File: src/assert_macros.svh
// ---------------------------------------------------------------------------
// assert_macros.svh
// Concurrent assertion shorthands used by sorted_sparse_triple_store.
// ---------------------------------------------------------------------------
`ifndef ASSERT_MACROS_SVH
`define ASSERT_MACROS_SVH

// Property must hold at every clock edge outside reset.
`define SST_ASSERT(label, clk, rst_n, prop) \
    label: assert property (@(posedge clk) disable iff (!rst_n) (prop)) \
        else $error("assertion failed");

// Antecedent in one cycle implies consequent in the next.
`define SST_ASSERT_NEXT(label, clk, rst_n, ante, cons) \
    label: assert property (@(posedge clk) disable iff (!rst_n) (ante) |=> (cons)) \
        else $error("assertion failed");

`endif

File: src/sst_pkg.sv
// ---------------------------------------------------------------------------
// sst_pkg
// Types, constants and codes of the sorted sparse triple store.
// ---------------------------------------------------------------------------
package sst_pkg;

    localparam int DEPTH  = 256;
    localparam int ADDR_W = $clog2(DEPTH);
    localparam int CNT_W  = $clog2(DEPTH + 1);
    localparam int IDX_W  = 16;
    localparam int VAL_W  = 64;
    localparam int CFG_W  = 17;

    localparam logic [VAL_W-1:0] FP_ZERO     = 64'h0000_0000_0000_0000;
    localparam logic [VAL_W-1:0] FP_DEF_NAN  = 64'hFFF8_0000_0000_0000;
    localparam logic [VAL_W-1:0] FP_QUIET    = 64'h0008_0000_0000_0000;

    typedef enum logic [2:0] {
        CMD_INSERT  = 3'd0,
        CMD_ACCUM   = 3'd1,
        CMD_GET     = 3'd2,
        CMD_SET_ALL = 3'd3,
        CMD_RESTART = 3'd4,
        CMD_NEXT    = 3'd5
    } cmd_t;

    typedef enum logic [1:0] {
        ST_OK    = 2'd0,
        ST_RANGE = 2'd1,
        ST_FULL  = 2'd2
    } status_t;

    typedef enum logic [1:0] {
        CFG_COLUMN_MAJOR = 2'd0,
        CFG_NUM_ROWS     = 2'd1,
        CFG_NUM_COLS     = 2'd2
    } cfg_idx_t;

    typedef enum logic [2:0] {
        S_IDLE,
        S_MATCH,
        S_READ,
        S_ADD,
        S_APPLY
    } state_t;

    typedef enum logic [2:0] {
        FA_IDLE,
        FA_LOAD,
        FA_ADD,
        FA_NORM,
        FA_ROUND
    } fa_state_t;

    typedef struct packed {
        logic [2:0]       cmd;
        logic [IDX_W-1:0] row_index;
        logic [IDX_W-1:0] col_index;
        logic [VAL_W-1:0] value_in;
    } in_t;

    typedef struct packed {
        logic [VAL_W-1:0] value_out;
        logic [IDX_W-1:0] row_out;
        logic [IDX_W-1:0] col_out;
        logic             found;
        logic [1:0]       status;
        logic [CNT_W-1:0] entry_count;
    } out_t;

    // Broadcast from the controller to every cell.
    typedef struct packed {
        logic              capture;
        logic              lookup;
        logic              ins;
        logic              upd;
        logic              set_all;
        logic              column_major;
        logic [CNT_W-1:0]  count;
        logic              rd_ok;
        logic [ADDR_W-1:0] rd_pos;
        logic [IDX_W-1:0]  key_row;
        logic [IDX_W-1:0]  key_col;
        logic [VAL_W-1:0]  wr_val;
    } ctl_t;

endpackage

File: src/sst_cell.sv
// ---------------------------------------------------------------------------
// sst_cell
// One table slot: holds an entry, compares it against the broadcast key and
// takes its left neighbor's entry when an insert shifts the tail.
// ---------------------------------------------------------------------------
module sst_cell (
    input  logic                      clk,
    input  logic                      rst_n,
    input  sst_pkg::ctl_t             ctl,
    input  logic [sst_pkg::ADDR_W-1:0] idx,
    input  logic [sst_pkg::IDX_W-1:0] prev_row,
    input  logic [sst_pkg::IDX_W-1:0] prev_col,
    input  logic [sst_pkg::VAL_W-1:0] prev_val,
    input  logic                      prev_gt,
    output logic [sst_pkg::IDX_W-1:0] row,
    output logic [sst_pkg::IDX_W-1:0] col,
    output logic [sst_pkg::VAL_W-1:0] val,
    output logic                      gt,
    output logic                      eq,
    output logic                      sel
);

    logic [sst_pkg::IDX_W-1:0]   row_reg;
    logic [sst_pkg::IDX_W-1:0]   col_reg;
    logic [sst_pkg::VAL_W-1:0]   val_reg;
    logic                        gt_reg, eq_reg, sel_reg;
    logic                        occ;
    logic                        at_end;
    logic [2*sst_pkg::IDX_W-1:0] key_mine, key_req;
    logic                        gt_now, eq_now;

    assign occ    = {1'b0, idx} < ctl.count;
    assign at_end = {1'b0, idx} == ctl.count;

    always_comb
    begin
        if (ctl.column_major)
        begin
            key_mine = {col_reg, row_reg};
            key_req  = {ctl.key_col, ctl.key_row};
        end
        else
        begin
            key_mine = {row_reg, col_reg};
            key_req  = {ctl.key_row, ctl.key_col};
        end
        gt_now = occ && (key_mine > key_req);
        eq_now = occ && (key_mine == key_req);
    end

    always_ff @(posedge clk or negedge rst_n)
    begin
        if (!rst_n)
        begin
            gt_reg  <= 1'b0;
            eq_reg  <= 1'b0;
            sel_reg <= 1'b0;
        end
        else if (ctl.capture)
        begin
            gt_reg  <= gt_now;
            eq_reg  <= eq_now;
            sel_reg <= ctl.lookup ? eq_now : (ctl.rd_ok && (idx == ctl.rd_pos));
        end
    end

    always_ff @(posedge clk)
    begin
        if (ctl.ins)
        begin
            if (prev_gt)
            begin
                row_reg <= prev_row;
                col_reg <= prev_col;
                val_reg <= prev_val;
            end
            else if (gt_reg || at_end)
            begin
                row_reg <= ctl.key_row;
                col_reg <= ctl.key_col;
                val_reg <= ctl.wr_val;
            end
        end
        else if (ctl.set_all || (ctl.upd && eq_reg))
        begin
            val_reg <= ctl.wr_val;
        end
    end

    assign row = row_reg;
    assign col = col_reg;
    assign val = val_reg;
    assign gt  = gt_reg;
    assign eq  = eq_reg;
    assign sel = sel_reg;

endmodule

File: config.mk
export PLATFORM = sky130hd
export DESIGN_NAME = sst_cell
export DESIGN_NICKNAME = d
export VERILOG_FILES = /design/src/assert_macros.svh /design/src/sst_pkg.sv /design/src/sst_cell.sv
export SDC_FILE = /design/constraint.sdc
export NUM_CORES = 1
export LEC_CHECK = 0
export ABC_AREA = 1
export BUFFER_PORTS_ARGS = -buffer_cell sky130_fd_sc_hd__buf_2
export CAP_MARGIN = 5
export CORE_AREA = 2 2 127 129
export DETAILED_ROUTE_END_ITERATION = 12
export DIE_AREA = 0 0 129 131
export PLACE_DENSITY = 0.69
export SYNTH_ARGS = -nofsm -noshare
export SYNTH_HDL_FRONTEND = slang
export SYNTH_SLANG_ARGS = --single-unit
File: constraint.sdc
create_clock -name clk -period 7.15 [get_ports clk]
set_clock_uncertainty 0.05 [all_clocks]
set_input_delay 1.0725 -clock clk [delete_from_list [all_inputs] [get_ports clk]]
set_output_delay 1.0725 -clock clk [all_outputs]
set_load 0.05 [all_outputs]
Word-level counts from Yosys, hierarchy flattened
Cells that the tools add are included.
Widths: inputs -> output; s select.
Storage, ports and cells
  memory bits (writable): 0
  bits in read-only memories: 0
  bits of input ports: 227
  register bits: 99
  memories kept: 0
  output and inout port bits: 99
  word-level logic and storage cells: 33
  bits in latches: 0
Operators by class
  equal/unequal tests: 4
  div/mod/pow operators: 0
  $add $sub $neg: 0
  bitwise gates (word level): 0
  reductions and logical operators: 10
  multiplexer cells: 11
  order comparisons: 2
  shift operators: 0
  multiply operators: 0
Operators with widths (number)
  $mux 64: 4
  $mux 16: 4
  $mux 32: 2
  $eq 32x32->1: 1
  $gt 32x32->1: 1
  $eq 8x9->1: 1
  $lt 8x9->1: 1
  $eq 8x8->1: 1
  $logic_and 1x1->1: 4
  $reduce_and 2->1: 2
  $reduce_bool 2->1: 2
  $ne 3x1->1 const B: 1
  $logic_or 1x1->1: 2
  $mux 1: 1

Longest topological paths before layout
  depth after elaboration: 5
  mapped depth: 18
  depth with buffers taken out: 17

Worst setup path after synthesis
OpenSTA, ideal clock, no wires.
  kind: input -> register
  from: in ctl[116] (netlist name)
  to: reg val_reg (netlist bit val[0]) (enable)
  path buffers: 0
  cell stages on the path: 2
  slack: 0.871 ns
  data arrival time: 5.654 ns
  library setup time: 0.574 ns
  cells stage by stage: a21oi_1 o21ai_0
On the way
  word-level cells in the longest chain between the ends: 4
RTL lines
  from (decl): RTL line sst_cell.sv:9  | input sst_pkg::ctl_t ctl,
  $logic_and 1x1->1: RTL line sst_cell.sv:84  | else if (ctl.set_all || (ctl.upd && eq_reg))
  $logic_or 1x1->1: RTL line sst_cell.sv:84
  $reduce_bool 2->1 (no source line)
  $reduce_and 2->1 (no source line)
  to (signal assigned): RTL line sst_cell.sv:75  | val_reg <= prev_val;
  to (signal assigned): RTL line sst_cell.sv:81  | val_reg <= ctl.wr_val;
  to (signal assigned): RTL line sst_cell.sv:86  | val_reg <= ctl.wr_val;
  to (decl): RTL line sst_cell.sv:25  | logic [sst_pkg::VAL_W-1:0] val_reg;
No other way between the ends.
A chain may end at the register's enable or synchronous reset.

Worst setup path in the final report
  from: in ctl[114] (netlist name)
  to: reg sel_reg, in the netlist sel
On the way
  word-level cells in the longest chain between the ends: 4
  elaborated cells on any way between the ends: 5
  classes of those cells: eq/ne: 1; mux: 3; reduce/logical: 1
RTL lines
  $mux 32: RTL line sst_cell.sv:37  | if (ctl.column_major)
  $eq 32x32->1 (*): RTL line sst_cell.sv:48  | eq_now = occ && (key_mine == key_req);
  $logic_and 1x1->1 (*): RTL line sst_cell.sv:48
  $mux 1 (*): RTL line sst_cell.sv:63  | sel_reg <= ctl.lookup ? eq_now : (ctl.rd_ok && (idx == ctl.rd_pos));
  to (signal assigned): RTL line sst_cell.sv:63
  to (decl): RTL line sst_cell.sv:26  | logic gt_reg, eq_reg, sel_reg;
Every way passes the cells marked *; elsewhere a longest branch is shown, timed or not.

==> impl_results.md <==
- Outcome: finished clean
- Placed cells: 1143
- Cell at the slowest stage of the critical path: buf_4
- Hold Fails Final Rpt: 0
- Total negative slack: 0 ns
- Setup-failing EPs final: 0
- Antenna violations before repair: 3
- Row count: 46
- First-pass GRT wire length: 24.61 mm
- GRT Resource Usage Total: 19.29%
- Net Sw Power: 0.0006146 W
- Peak Freq: 327.9 MHz
- Synthesis-to-layout area growth: 33.49%
- Rel. slew slack: 25.96%
- Port Buffer Count: 325
- DR vias: 5362
- Pleak: 4.296 nW
- RSZ-0062 raised after global routing: no
- Pre-Repair DR Iteration Count: 4
- Non-Filler Instances: 1160
- Pint: 0.001162 W
- Placer Congestion: 0.8928
- Area contributors post-synth: edfxtp_1, mux2_4, nand2_1
- Synthesis-stage register bit count: 99
- WL per Instance: 14.61 um
- Worst endpoint required time: 7.39 ns
- Clock H-tree levels: 3
- Via density: 4.622
- Fraction of power spent switching nets: 34.59%
- Number of global-route vias before repair: 5169
- Most used cell along the critical path: nand2_1
- Seq/Total Area, Yosys: 47.20%
- Hold WS: 0.4436 ns
- Ys Warns: 0
- Layout cells sized above 1: 43.90%
- CTS Buffer Depth: 2
- Initial Utilization: 40.17%
- Sequential Power Share: 40.8%
- Synth top area share: 46.01%
- Clock Pin Slew Worst Setup and Hold Paths: 0.08 ns
- Mean post-synth cell area: 10.01 um2
- Post-detailed-route count of antenna-violating nets: 0
- Crit path max-delay family: simple AND/OR/NAND/NOR gates
- Drt drc: 0
- Worst-path cell chain: buf_4 -> o21ai_0 -> ha_1 -> nand2_1 -> nor2_2 -> nand2_1 -> nor2_2 -> nand2_1 -> nor2_2 -> nand2_1 -> a21oi_2
- Crit Path Category: input port to register
- Measured slew at the worst slew-check pin: 1.111 ns
- Crit path largest cell delay: 0.72 ns
- Synth cell types: 29
- CTS Root Cell: clkbuf_16
- Post-synthesis cell count: 626
- Crit path max fanout: 128
- Gr ovfl total: 0
- Maximum VDD drop: 0.0001100 V
- Cts bufs inserted: 9
- Critical Path Start Type: input port
- Worst path bufs/invs: 1
- HP Class: input port to asynchronous set/reset pin
- Crit end category: register
- PwrDens: 212.4 nW/um2
- Critical Path AT: 3.29 ns
- Postcts setup bufs: 0
- Minimum clock period: 3.050 ns
- Period utilisation layout: 42.66%
- I/O Pins: 326
- DIE HEIGHT: 131 um
- Sink Count: 99
- Most frequent cells in the layout: buf_2, nand2_1, edfxtp_1
- Largest net degree at the start of global routing: 129
- Die ar.: 16900 um2
- Commonest non-fill, non-tap cell in the layout: buf_2
- Clk pwr share: 29.6%
- Syn Nets: 893
- Worst skew pair latency: 0.36 ns
- Max cap viols: 0
- Post-synthesis cell area: 6266 um2
- DIE WIDTH: 129 um
- Post-CTS sizing: 0
- Layout Nets: 1205
- Hold buffers post-CTS: 0
- Combinational power share: 29.6%
- Final HPWL DP: 13.77 mm
- CTS tree: done
- Core ar.: 15600 um2
- Max reg flops: 64
- Max Slew Vio Count: 0
- Drt initial violations: 198
- Util after Layout: 53.63%
- Area leader, netlist: edfxtp_1
- Detailed Route WL: 16.95 mm
power by group through the flow:
stage               clock (W)  combinational [W]  sequential [W]
floorplan                   0           0.000188        0.000924
global placement            0           0.000524        0.000736
detailed placement          0           0.000530        0.000738
CTS                  0.000538           0.000531        0.000725
global route         0.000563           0.000570        0.000730
finish               0.000526           0.000526        0.000725
metal layers:
layer	share of wire, %	global-route usage, %	up-vias
li1	-	-	2754
met1	37	20.35	2354
met2	52	35.11	209
met3	7.7	5.782	41
met4	4.1	9.591	4
met5	0.12	0	-
Yosys cell counts:
master	count
o21a_1	1
o31ai_1	1
nor3b_1	1
o22ai_1	1
nor2_1	37
mux2_4	60
inv_1	72
nand2_4	1
nand3b_1	1
a21oi_1	31
and2_1	1
mux2_2	4
edfxtp_1	96
xor2_1	2
buf_2	4
xnor2_1	1
nand3_1	6
nor3_1	2
nor2_2	3
nand2_1	146
dfrtp_1	3
o21ai_0	85
clkbuf_1	16
a21oi_2	1
a21o_1	2
nand4_1	1
ha_1	40
buf_6	6
buf_4	1
through the flow:
| stage | setup WS, ns | cell area (um2) | power, W |
|---|---|---|---|
| 2_1_floorplan | 0.8713 | 6266 | 0.001112 |
| 3_3_place_gp | 3.766 | 8044 | 0.001260 |
| 3_5_place_dp | 3.739 | 8044 | 0.001268 |
| 4_1_cts | 4.122 | 8362 | 0.001795 |
| 5_1_grt | 3.837 | 8364 | 0.001862 |
| 6_report | 4.100 | 8364 | 0.001777 |
cell families (layout without fill, tap and decap cells):
kind of cell	after synthesis	in the layout	synth area share [%]
buffers and inverters	99	416	6.789
other	0	1	0
adders and majority gates	40	40	7.987
DFF	99	99	47.20
muxes	64	64	15.10
AOI/OAI and AO/OA	122	122	9.984
and+or+nand+nor	199	199	12.52
xor gates and xnor gates	3	3	0.4194
final timing paths:
kind	from	endpoint	slack [ns]	cells past startpoint
min in group clk	sel	sel	0.48	2
worst min-delay path	rst_n	eq	0.44	1
worst min register to register	sel	sel	0.48	2
max in group asynchronous	rst_n	gt	6.50	1
worst max-delay path	ctl[114]	sel	4.10	11
worst max register to register	row[7]	sel	5.24	11
cell type report:
type                    count  area (um2)
diodes                      1       2.502
repair buffers            328        1652
well taps                 216       270.3
multi-input cells         428        2894
clock buffers               9       225.2
inverters                  72       270.3
flip-flops and latches     99        2958
fillers                  1477        7233
clock inverters             7       92.59
Note: power is estimated with default switching activity, not from simulation.
